===== src/design/fstp_pkg.sv =====
`default_nettype none

package fstp_pkg;

    localparam int TASKS = 16;
    localparam int IDX_W = $clog2(TASKS);
    localparam int CNT_W = $clog2(TASKS + 1);

    localparam int ID_W    = 16;
    localparam int PRIO_W  = 6;
    localparam int BURST_W = 16;
    localparam int VR_W    = 40;
    localparam int CFG_W   = 8;
    localparam int W_W     = PRIO_W + 1;
    localparam int AMT_W   = CFG_W + 1 + W_W;

    localparam logic [VR_W-1:0] VR_MAX = {VR_W{1'b1}};

    localparam logic ACT_ADD = 1'b0;
    localparam logic ACT_RUN = 1'b1;

    localparam logic CFG_TIME_SLICE = 1'b0;
    localparam logic CFG_IO_WAIT    = 1'b1;

    localparam logic [7:0] TIME_SLICE_RESET = 8'd1;
    localparam logic [7:0] IO_WAIT_RESET    = 8'd10;

    localparam logic [1:0] ST_ADDED  = 2'd0;
    localparam logic [1:0] ST_FULL   = 2'd1;
    localparam logic [1:0] ST_SERVED = 2'd2;
    localparam logic [1:0] ST_EMPTY  = 2'd3;

    typedef struct packed {
        logic [ID_W-1:0]    id;
        logic [PRIO_W-1:0]  prio;
        logic [BURST_W-1:0] burst;
        logic               is_io;
        logic [VR_W-1:0]    vr;
    } entry_t;

    typedef struct packed {
        logic [BURST_W-1:0] burst;
        logic               fin;
        logic [VR_W-1:0]    vr;
    } charge_t;

endpackage

`default_nettype wire


===== src/design/fstp_ram.sv =====
`default_nettype none

module fstp_ram #(
    parameter int WIDTH = 8,
    parameter int DEPTH = 16
) (
    input  wire logic                     clk,
    input  wire logic                     we,
    input  wire logic [$clog2(DEPTH)-1:0] waddr,
    input  wire logic [WIDTH-1:0]         wdata,
    input  wire logic [$clog2(DEPTH)-1:0] raddr,
    output logic      [WIDTH-1:0]         rdata
);

    logic [WIDTH-1:0] mem [DEPTH];

    always_ff @(posedge clk)
    begin
        if (we)
        begin
            mem[waddr] <= wdata;
        end
    end

    always_ff @(posedge clk)
    begin
        rdata <= mem[raddr];
    end

endmodule

`default_nettype wire


===== src/design/fstp_charge.sv =====
`default_nettype none

module fstp_charge (
    input  wire logic             clk,
    input  wire logic             load,
    input  wire fstp_pkg::entry_t entry,
    input  wire logic [7:0]       time_slice,
    input  wire logic [7:0]       io_wait,
    output fstp_pkg::charge_t     result
);

    import fstp_pkg::*;

    logic [W_W-1:0]     weight;
    logic [CFG_W:0]     units;
    logic [AMT_W-1:0]   amount;
    logic [BURST_W-1:0] burst_left;
    logic [CFG_W-1:0]   run_units;

    logic [AMT_W-1:0]   amount_reg;
    logic [BURST_W-1:0] burst_reg;
    logic               fin_reg;
    logic [VR_W-1:0]    vr_reg;
    logic [VR_W:0]      sum;

    always_comb
    begin
        weight = W_W'(entry.prio) + W_W'(1);
        if (BURST_W'(time_slice) < entry.burst)
        begin
            run_units = time_slice;
        end
        else
        begin
            run_units = entry.burst[CFG_W-1:0];
        end
        if (entry.is_io)
        begin
            units      = {1'b0, io_wait} + (CFG_W + 1)'(1);
            burst_left = (entry.burst == '0) ? '0 : entry.burst - BURST_W'(1);
        end
        else
        begin
            units      = {1'b0, run_units};
            burst_left = entry.burst - BURST_W'(run_units);
        end
        amount = AMT_W'(units) * AMT_W'(weight);
    end

    // product registered before the saturating add
    always_ff @(posedge clk)
    begin
        if (load)
        begin
            amount_reg <= amount;
            burst_reg  <= burst_left;
            fin_reg    <= (burst_left == '0);
            vr_reg     <= entry.vr;
        end
    end

    assign sum = {1'b0, vr_reg} + (VR_W + 1)'(amount_reg);

    always_comb
    begin
        result.burst = burst_reg;
        result.fin   = fin_reg;
        result.vr    = sum[VR_W] ? VR_MAX : sum[VR_W-1:0];
    end

endmodule

`default_nettype wire


===== src/design/fair_share_task_picker.sv =====
`default_nettype none

// channel | direction | handshake           | beat
// in      | input     | in_valid / in_stall | action, task fields
// out     | output    | out_valid/out_stall | status, served task fields
// cfg     | input     | cfg_we              | cfg_index, cfg_data
//
// a run item reads the whole table, one read per cycle through the
// single read port of the task memory, then product, saturating add, write back
// an add item scans up from slot 0 and writes the lowest free slot
// an empty run or a full-table add goes straight to the result
// reset clears the valid bits and the task count; memory contents need no clear
// one result register sits on the output; a stalled result holds the next item

module fair_share_task_picker (
    input  wire logic        clk,
    input  wire logic        rst_n,

    input  wire logic        in_valid,
    output logic             in_stall,
    input  wire logic        action,
    input  wire logic [15:0] task_id,
    input  wire logic [5:0]  task_priority,
    input  wire logic [15:0] burst,
    input  wire logic        io_task,
    input  wire logic [39:0] start_vruntime,

    output logic             out_valid,
    input  wire logic        out_stall,
    output logic [1:0]       status,
    output logic [15:0]      served_id,
    output logic [15:0]      remaining_burst,
    output logic [39:0]      vruntime_after,
    output logic             finished,
    output logic             queue_empty,

    input  wire logic        cfg_we,
    input  wire logic        cfg_index,
    input  wire logic [7:0]  cfg_data
);

    import fstp_pkg::*;

    typedef enum logic [2:0] {
        S_IDLE,
        S_ADD_SCAN,
        S_RUN_SCAN,
        S_RUN_LAST,
        S_CHARGE,
        S_WRITE,
        S_DELIVER
    } state_t;

    state_t             state_reg;
    logic [7:0]         time_slice_reg;
    logic [7:0]         io_wait_reg;
    logic [TASKS-1:0]   valid_reg;
    logic [CNT_W-1:0]   count_reg;
    logic [IDX_W-1:0]   scan_reg;
    logic [IDX_W-1:0]   rd_idx_reg;
    logic               rd_pend_reg;
    logic               have_best_reg;
    logic [IDX_W-1:0]   best_idx_reg;
    entry_t             best_reg;
    entry_t             add_reg;

    logic [1:0]         res_status_reg;
    logic [ID_W-1:0]    res_id_reg;
    logic [BURST_W-1:0] res_burst_reg;
    logic [VR_W-1:0]    res_vr_reg;
    logic               res_fin_reg;

    logic               out_valid_reg;
    logic [1:0]         out_status_reg;
    logic [ID_W-1:0]    out_id_reg;
    logic [BURST_W-1:0] out_burst_reg;
    logic [VR_W-1:0]    out_vr_reg;
    logic               out_fin_reg;
    logic               out_empty_reg;

    logic [IDX_W-1:0]   vidx;
    logic               vbit;
    logic               ram_we;
    logic [IDX_W-1:0]   ram_waddr;
    entry_t             ram_wdata;
    entry_t             ram_rdata;
    entry_t             wb_entry;
    charge_t            chg;
    logic               in_fire;
    logic               out_free;
    logic               take_read;

    assign in_fire   = in_valid && !in_stall;
    assign out_free  = !out_valid_reg || !out_stall;
    assign vidx      = (state_reg == S_ADD_SCAN) ? scan_reg : rd_idx_reg;
    assign vbit      = valid_reg[vidx];
    assign take_read = rd_pend_reg && vbit &&
                       (!have_best_reg || ram_rdata.vr < best_reg.vr);

    always_comb
    begin
        wb_entry       = best_reg;
        wb_entry.burst = chg.burst;
        wb_entry.vr    = chg.vr;
        ram_we         = 1'b0;
        ram_waddr      = best_idx_reg;
        ram_wdata      = wb_entry;
        if (state_reg == S_ADD_SCAN)
        begin
            ram_we    = !vbit;
            ram_waddr = scan_reg;
            ram_wdata = add_reg;
        end
        else if (state_reg == S_WRITE)
        begin
            ram_we = 1'b1;
        end
    end

    fstp_ram #(
        .WIDTH ($bits(entry_t)),
        .DEPTH (TASKS)
    ) u_task_ram (
        .clk   (clk),
        .we    (ram_we),
        .waddr (ram_waddr),
        .wdata (ram_wdata),
        .raddr (scan_reg),
        .rdata (ram_rdata)
    );

    fstp_charge u_charge (
        .clk        (clk),
        .load       (state_reg == S_CHARGE),
        .entry      (best_reg),
        .time_slice (time_slice_reg),
        .io_wait    (io_wait_reg),
        .result     (chg)
    );

    always_ff @(posedge clk or negedge rst_n)
    begin
        if (!rst_n)
        begin
            state_reg      <= S_IDLE;
            time_slice_reg <= TIME_SLICE_RESET;
            io_wait_reg    <= IO_WAIT_RESET;
            valid_reg      <= '0;
            count_reg      <= '0;
            scan_reg       <= '0;
            rd_pend_reg    <= 1'b0;
            have_best_reg  <= 1'b0;
            out_valid_reg  <= 1'b0;
        end
        else
        begin
            if (cfg_we)
            begin
                unique case (cfg_index)
                    CFG_TIME_SLICE: time_slice_reg <= cfg_data;
                    CFG_IO_WAIT:    io_wait_reg    <= cfg_data;
                    default:        ;
                endcase
            end

            if (out_valid_reg && !out_stall && (state_reg != S_DELIVER))
            begin
                out_valid_reg <= 1'b0;
            end

            rd_pend_reg <= (state_reg == S_RUN_SCAN);
            rd_idx_reg  <= scan_reg;

            if (take_read)
            begin
                best_reg      <= ram_rdata;
                best_idx_reg  <= rd_idx_reg;
                have_best_reg <= 1'b1;
            end

            unique case (state_reg)
                S_IDLE:
                begin
                    scan_reg      <= '0;
                    have_best_reg <= 1'b0;
                    res_id_reg    <= '0;
                    res_burst_reg <= '0;
                    res_vr_reg    <= '0;
                    res_fin_reg   <= 1'b0;
                    add_reg.id    <= task_id;
                    add_reg.prio  <= task_priority;
                    add_reg.burst <= burst;
                    add_reg.is_io <= io_task;
                    add_reg.vr    <= start_vruntime;
                    if (in_fire)
                    begin
                        if (action == ACT_ADD)
                        begin
                            if (count_reg == CNT_W'(TASKS))
                            begin
                                res_status_reg <= ST_FULL;
                                state_reg      <= S_DELIVER;
                            end
                            else
                            begin
                                res_status_reg <= ST_ADDED;
                                state_reg      <= S_ADD_SCAN;
                            end
                        end
                        else
                        begin
                            if (count_reg == '0)
                            begin
                                res_status_reg <= ST_EMPTY;
                                state_reg      <= S_DELIVER;
                            end
                            else
                            begin
                                res_status_reg <= ST_SERVED;
                                state_reg      <= S_RUN_SCAN;
                            end
                        end
                    end
                end

                S_ADD_SCAN:
                begin
                    if (!vbit)
                    begin
                        valid_reg[scan_reg] <= 1'b1;
                        count_reg           <= count_reg + CNT_W'(1);
                        state_reg           <= S_DELIVER;
                    end
                    else
                    begin
                        scan_reg <= scan_reg + IDX_W'(1);
                    end
                end

                S_RUN_SCAN:
                begin
                    if (scan_reg == IDX_W'(TASKS - 1))
                    begin
                        state_reg <= S_RUN_LAST;
                    end
                    else
                    begin
                        scan_reg <= scan_reg + IDX_W'(1);
                    end
                end

                S_RUN_LAST:
                begin
                    state_reg <= S_CHARGE;
                end

                S_CHARGE:
                begin
                    state_reg <= S_WRITE;
                end

                S_WRITE:
                begin
                    res_id_reg    <= best_reg.id;
                    res_burst_reg <= chg.burst;
                    res_vr_reg    <= chg.vr;
                    res_fin_reg   <= chg.fin;
                    if (chg.fin)
                    begin
                        valid_reg[best_idx_reg] <= 1'b0;
                        count_reg               <= count_reg - CNT_W'(1);
                    end
                    state_reg <= S_DELIVER;
                end

                S_DELIVER:
                begin
                    if (out_free)
                    begin
                        out_valid_reg  <= 1'b1;
                        out_status_reg <= res_status_reg;
                        out_id_reg     <= res_id_reg;
                        out_burst_reg  <= res_burst_reg;
                        out_vr_reg     <= res_vr_reg;
                        out_fin_reg    <= res_fin_reg;
                        out_empty_reg  <= (count_reg == '0);
                        state_reg      <= S_IDLE;
                    end
                end

                default:
                begin
                    state_reg <= S_IDLE;
                end
            endcase
        end
    end

    assign in_stall        = (state_reg != S_IDLE);
    assign out_valid       = out_valid_reg;
    assign status          = out_status_reg;
    assign served_id       = out_id_reg;
    assign remaining_burst = out_burst_reg;
    assign vruntime_after  = out_vr_reg;
    assign finished        = out_fin_reg;
    assign queue_empty     = out_empty_reg;

    a_count_in_range: assert property (@(posedge clk) disable iff (!rst_n)
        count_reg <= CNT_W'(TASKS))
        else $error("task count beyond table size");

    a_served_found: assert property (@(posedge clk) disable iff (!rst_n)
        (state_reg == S_CHARGE) |-> (have_best_reg && valid_reg[best_idx_reg]))
        else $error("run finished scan without a valid pick");

    a_empty_flag: assert property (@(posedge clk) disable iff (!rst_n)
        (out_valid && (status == ST_EMPTY)) |-> queue_empty)
        else $error("nothing queued but queue not reported empty");

    a_added_not_empty: assert property (@(posedge clk) disable iff (!rst_n)
        (out_valid && (status == ST_ADDED || status == ST_FULL)) |-> !queue_empty)
        else $error("add result reports an empty queue");

    a_fin_only_served: assert property (@(posedge clk) disable iff (!rst_n)
        (out_valid && finished) |-> (status == ST_SERVED))
        else $error("finished flag on a result that served nothing");

endmodule

`default_nettype wire


===== config.mk =====
export PLATFORM = sky130hd
export DESIGN_NAME = fair_share_task_picker
export DESIGN_NICKNAME = d
export VERILOG_FILES = /design/src/design/fstp_pkg.sv /design/src/design/fstp_ram.sv /design/src/design/fstp_charge.sv /design/src/design/fair_share_task_picker.sv
export SDC_FILE = /design/constraint.sdc
export NUM_CORES = 2
export LEC_CHECK = 0
export BUFFER_PORTS_ARGS = -buffer_cell sky130_fd_sc_hd__buf_2
export CAP_MARGIN = 20
export CORE_MARGIN = 2
export CORE_UTILIZATION = 30
export CTS_CLUSTER_DIAMETER = 50
export DETAILED_ROUTE_END_ITERATION = 8
export PLACE_DENSITY = 0.54
export SETUP_SLACK_MARGIN = 0.05
export SLEW_MARGIN = 30
export SYNTH_ARGS = -nofsm -noshare
export SYNTH_HDL_FRONTEND = slang
export SYNTH_SLANG_ARGS = --single-unit

===== constraint.sdc =====
create_clock -name clk -period 11.2 [get_ports clk]
set_input_delay 0.56 -clock clk [delete_from_list [all_inputs] [get_ports clk]]
set_output_delay 0.56 -clock clk [all_outputs]
set_load 0.05 [all_outputs]

**After elaboration in Yosys (flattened, before gate mapping)**

Memories as Yosys holds them, arrays and structs flattened. A register that Yosys moved wholly into a read port is not among the register bits.
Index checks and enable logic that the tools add are counted.

- Divide/modulo/power cells: 0
- $add $sub $neg: 8
- Multipliers: 1
- Eq/ne operators: 16
- Magnitude comparators: 7
- Muxes and demuxes: 47
- Bitwise gates (word level): 4
- Reductions and logical operators: 33
- Shift-type cells: 0

Operator list:

| cell | count |
|---|---|
| one-hot mux 16 bit (2 select lines) | 3 |
| one-hot mux 40 bit (2 select lines) | 1 |
| 2-to-1 mux 79 bit | 1 |
| 2-to-1 mux 16 bit | 4 |
| adder 40 x 16 -> 41 bit | 1 |
| < comparator 40 bit | 1 |
| 2-to-1 mux 40 bit | 1 |
| logical NOT 16 bit | 2 |
| 2-to-1 mux 3 bit | 7 |
| one-hot mux 3 bit (7 select lines) | 1 |
| bitwise AND 16 bit | 1 |
| < comparator 8 x 16 -> 1 bit | 1 |
| multiplier 9 x 7 -> 16 bit | 1 |
| 2-to-1 mux 4 bit | 4 |
| NOT 16 bit | 1 |
| bitwise OR 16 bit | 1 |
| subtractor 16 x 1 -> 16 bit (second input constant) | 1 |
| subtractor 16 x 8 -> 16 bit | 1 |
| < comparator 4 x 5 -> 1 bit (second input constant) | 3 |
| 2-to-1 mux 1 bit | 14 |
| one-hot mux 4 bit (3 select lines) | 1 |
| AND reduction 3 bit | 4 |
| 2-to-1 mux 5 bit | 2 |
| inequality test 2 bit (second input constant) | 5 |
| 30 further kinds | 54 |

- Bits in registers: 437
- Logic and storage cells: 153
- Bits in writable memories: 1264
- Output and inout bits: 78
- Bits in latches: 0
- Memories: 1
- Bits in read-only memories: 0
- Input bits: 94

Memory list:

| memory | depth | width | read ports | clocked after Yosys merged registers in | wr ports | line | RTL |
|---|---|---|---|---|---|---|---|
| u_task_ram.mem | 16 | 79 | 1 | 1 | 1 | fstp_ram.sv:15 | `logic [WIDTH-1:0] mem [DEPTH];` |

**Depth between registers and ports, before layout**

- Depth in word-level cells: 8
- Gate-level depth with buffers: 25
- Gate-level depth less buffers: 25

**Modules after synthesis**

From an unflattened synthesis, not the netlist that was laid out.

- Cell total of the unflattened synthesis: 3916
- Area total of the unflattened synthesis: 71073.2 um^2

By module, submodules not included:

| module | times used | area an instance (um^2) | cells an instance | sequential area each (um^2) |
|---|---|---|---|---|
| fstp_ram | 1 | 48883.1 | 2028 | 39537.9 |
| fair_share_task_picker | 1 | 14582.7 | 1055 | 10699.0 |
| fstp_charge | 1 | 7607.3 | 833 | 2192.1 |

**Least setup slack after synthesis**

Ideal clock, no wire load.

- Kind: register to register
- Start: register state_reg[1]
- End: register best_idx_reg[0], enable pin
- Arrival time: 8.167 ns
- Stages on the path, launching flop included: 10
- Setup time: 0.648 ns
- Required time: 10.552 ns
- Buffers on the path: 1
- Setup slack: 2.386 ns
- Period minus slack after synthesis: 8.814 ns
- Cells stage by stage: dfrtp_1 or3b_1 buf_6 mux2i_4 a211oi_1 a311oi_1 nor2_1 mux2i_2 nand4_1 a211oi_1

- Longest elaborated chain between the ends: 7

Ends and longest elaborated chain:

| what | line | RTL |
|---|---|---|
| start, declared | fair_share_task_picker.sv:54 | `state_t state_reg;` |
| start signal, assigned | fair_share_task_picker.sv:145 | `state_reg <= S_IDLE;` |
| start signal, assigned | fair_share_task_picker.sv:202 | `state_reg <= S_DELIVER;` |
| start signal, assigned | fair_share_task_picker.sv:207 | `state_reg <= S_ADD_SCAN;` |
| equality test 3 x 1 -> 1 bit | fair_share_task_picker.sv:95 | `assign vidx = (state_reg == S_ADD_SCAN) ? scan_reg : rd_idx_reg;` |
| 2-to-1 mux 4 bit | fair_share_task_picker.sv:95 |  |
| binary-select mux 1 bit (select 4 bit) | fair_share_task_picker.sv:96 | `assign vbit = valid_reg[vidx];` |
| 2-to-1 mux 1 bit (implied by the code) | fair_share_task_picker.sv:96 |  |
| logical AND 1 bit (2 in a row) | fair_share_task_picker.sv:97 | `assign take_read = rd_pend_reg && vbit &&` |
| AND reduction 2 bit (no source line) | n/a |  |
| end signal, assigned | fair_share_task_picker.sv:177 | `best_idx_reg <= rd_idx_reg;` |
| end, declared | fair_share_task_picker.sv:63 | `logic [IDX_W-1:0] best_idx_reg;` |

No other way between the ends. The select of a mux whose other input is x is not followed.
A chain may end at the register's enable or synchronous reset.

**Worst setup path after layout**

- Start: register best_reg[42] (netlist name)
- End: register u_charge.amount_reg[14], data pin

- Longest elaborated chain between the ends: 4

Ends and longest elaborated chain:

| what | line | RTL |
|---|---|---|
| start, declared | fair_share_task_picker.sv:64 | `entry_t best_reg;` |
| start signal, assigned | fair_share_task_picker.sv:176 | `best_reg <= ram_rdata;` |
| < comparator 8 x 16 -> 1 bit | fstp_charge.sv:29 | `if (BURST_W'(time_slice) < entry.burst)` |
| 2-to-1 mux 8 bit (*) | fstp_charge.sv:29 |  |
| 2-to-1 mux 9 bit (*) | fstp_charge.sv:37 | `if (entry.is_io)` |
| multiplier 9 x 7 -> 16 bit (*) | fstp_charge.sv:47 | `amount = AMT_W'(units) * AMT_W'(weight);` |
| via u_charge.amount[14] | fstp_charge.sv:16 | `logic [AMT_W-1:0] amount;` |
| end signal, assigned | fstp_charge.sv:55 | `amount_reg <= amount;` |
| end, declared | fstp_charge.sv:20 | `logic [AMT_W-1:0] amount_reg;` |

Mark *: on every way through the listed nets, which the timed path passes. The rest lies on a longest branch.

==> flow_summary.toml <==
[cts]
cts_buffers = 199
insertion_delay_ps = 840
htreeDepth = 4
path_clk_slew_ps = 60
numClockSinks = 1780
cts-root-buf = "clkbuf_16"
clockBufferDepth = 3
tritoncts = "yes"

[yosys]
yosysMostFrequentCell = "edfxtp_1"
synth-edff-count = 1654
syn_inst = 3619
avgSynthCellArea_um2 = 19.5
syn_nets = 3864
synth_area_leaders = "edfxtp_1 71%, mux4_2 13%, dfxtp_1 2.2%"
synth_flop_cell = "edfxtp_1"
yosysTopAreaCell = "edfxtp_1"
ys_warn_count = 0
yosysTopAreaCellShare = 0.705
syn-cell-area_um2 = 70400
ys_seq_area_frac = 0.745
synth_cell_types = 84
synthArstFlopShare = 0.0264
netlist_top_cells_count = "1654 x edfxtp_1, 395 x mux4_2, 209 x nand2_1"
synth-seq-cells = 1780

[floorplanning]
num_io_pins = 172
num_rows = 177
die_x_um = 488
core_um2 = 233000
die-area_um2 = 239000
fp.dieH_um = 488
start_util = 0.302

[global_route]
grt_util_all_layers = 0.148
grt_max_degree = 120
grtUsageMet2 = 0.244
grt_pass1_vias = 37000
grt_antenna_before_repair = 8
met3_usage = 0.0227
globalRouteOverflowTotal = 0
grt_pass1_wl_mm = 258
busiest_layer = "met2"
met1_usage = 0.204

[cells_and_area]
n_fill_cell = 21800
syn2layout_area_growth_pct = 18.5
multiInputGateArea_um2 = 17400
fin_nets = 4259
ff_latch_area_um2 = 52400
largest_reg_flops = 1264
final_util = 0.358
regMostFlops = "u_task_ram.mem"
drive_above_1_share = 0.255

[sta]
relSlewSlack = 0.335
clock_skew_ps = 36.3
slew_violations = 0
holdWs_ps = 172
finalSetupViolCount = 0
max_slew.worst_pin.slew_ps = 996
min_period_ps = 6740
tns_ps = 0
rsz0062_at_grt = "false"
finalHoldViolations = 0
max_clock_freq_mhz = 148
min_period_over_period = 0.602

[power]
switching_power_w = 0.00645
seq_power_share = 0.442
p_leak_nw = 27.2
clock_power_share = 0.311
comb_power_share = 0.247
ir_drop_mv = 0.143
cellPowerDensity_nw_per_um2 = 255
p_int_w = 0.0148
netSwitchingFraction = 0.303

[critical_path]
end_kind = "register"
r2r_start = "best_reg[42]"
arrival_ps = 7300
cp_data_required_time_ps = 11760
crit_type = "reg2reg"
critPathMaxFanout = 8
cp-start-kind = "register"
cp-startpoint = "best_reg[42]"

[placement]
io_buffers = 171
dp_hpwl_mm = 101
routabilityCongestion = 0.804

[detailed_routing]
ant_nets = 0
drc = 0
vias_per_cell = 4.82
drt-initial-drc-count = 3129
finalWirelength_mm = 178
routedWlPerCell_um = 24.3
firstDrtPassIters = 7
vias = 35300

[hold_path]
worst_hold_path_type = "in2reg"
holdCritStartpoint = "in_valid"

[job]
cap_violations = 0

[run_status]
status = "completed"
[routing by layer]
metal / part of all wire / vias to the layer above
met5: 0 / -
met4: 0.022 / 0
met3: 0.049 / 240
met2: 0.49 / 965
met1: 0.44 / 18800
li1: - / 15300
[logic make-up (layout without fill, tap and decap cells)]
| logic type | after synthesis | count (layout) | share of synthesized area |
|---|---|---|---|
| buf+inv | 260 | 832 | 0.0141 |
| compound gates | 318 | 318 | 0.0286 |
| flops | 1780 | 1780 | 0.745 |
| mux | 451 | 451 | 0.135 |
| simple gates | 597 | 597 | 0.0391 |
| other cells | 0 | 1 | 0 |
| fa+ha+maj | 151 | 151 | 0.0308 |
| xor+xnor | 62 | 62 | 0.00771 |
[worst max-delay path, stage by stage (launching register included)]
cell and delay, ps:
edfxtp_1 460, inv_1 90, ha_1 280, a21o_1 100, a21oi_1 70, o211a_1 260, a211oi_4 570, mux2i_1 370
mux2_2 330, nor2_1 90, fa_1 550, inv_1 60, fa_1 530, inv_1 50, fa_1 470, inv_1 50
fa_1 520, inv_1 40, ha_1 330, inv_1 100, o21ai_0 120, a31oi_1 270, nor2b_1 80, o21a_1 180
o41a_1 320, xor2_1 150
[layout by cell type, fill, tap and decap left out, types with 12 or more instances in the layout]
| master | count |
|---|---|
| mux2i_1 | 29 |
| dlygate4sd3_1 | 90 |
| clkinv_2 | 23 |
| nor4_1 | 13 |
| a21oi_4 | 15 |
| o211ai_1 | 16 |
| nor2b_1 | 14 |
| inv_6 | 20 |
| clkinv_1 | 23 |
| inv_1 | 109 |
| mux4_2 | 395 |
| a211oi_1 | 13 |
| and3_1 | 43 |
| nand3_1 | 24 |
| xnor2_1 | 45 |
| xor2_1 | 17 |
| a21o_1 | 18 |
| o21ai_0 | 77 |
| edfxtp_1 | 1654 |
| nand4_1 | 13 |
| dfrtp_1 | 39 |
| clkbuf_8 | 19 |
| clkbuf_1 | 47 |
| dfxtp_1 | 79 |
| clkbuf_16 | 203 |
| mux2_2 | 23 |
| or2_2 | 12 |
| o21a_1 | 13 |
| a31oi_2 | 15 |
| nor2_1 | 178 |
| nor3_1 | 31 |
| fa_1 | 37 |
| bufinv_16 | 16 |
| buf_2 | 171 |
| a21oi_1 | 67 |
| nand2b_1 | 17 |
| nand2_1 | 208 |
| buf_4 | 63 |
| ha_1 | 114 |
[worst paths after layout]
kind / slack [ps] / cells after the start / endpoint
worst max-delay path: 4460 / 25 / u_charge.amount_reg[14]
worst min-delay path: 170 / 2 / res_status_reg[1]
worst max register to register: 4460 / 25 / u_charge.amount_reg[14]
worst min register to register: 400 / 0 / best_reg[52]
max in group asynchronous: 10080 / 4 / scan_reg[2]
min in group asynchronous: 340 / 3 / io_wait_reg[6]
[metrics by stage]
step           std cells  power (W)  worst slack, ps  area, µm²
5_1_grt             7324     0.0223             4000      83400
2_1_floorplan       3619     0.0129             2390      70400
3_5_place_dp        6852     0.0148             4470      75600
6_report            7324     0.0213             4460      83400
4_1_cts             7320     0.0215             4410      83300
3_3_place_gp        6851     0.0147             4510      75500
[cell type report]
type / instances / area share
Clock inverter: 109 / 0.0147
Inverter: 111 / 0.00499
Timing Repair Buffer: 343 / 0.0305
Antenna cell: 1 / 0.0000300
Clock buffer: 269 / 0.0661
Sequential cell: 1780 / 0.629
Multi-Input combinational cell: 1579 / 0.208
Tap cell: 3132 / 0.0470
[power groups by stage]
stage	combinational [W]	clock (W)	sequential, W
floorplan	0.00341	0	0.00949
global placement	0.00519	0	0.00955
detailed placement	0.00529	0	0.00956
CTS	0.00533	0.00677	0.00942
global route	0.00578	0.00705	0.00948
finish	0.00526	0.00661	0.00940
[what timing repair did]
item,4_1_cts,5_1_grt
endpoints found under the hold margin,124,0
hold buffers,90,0
buffers inserted,0,0
gates resized for setup,0,0
(Power assumes the default switching activity.)
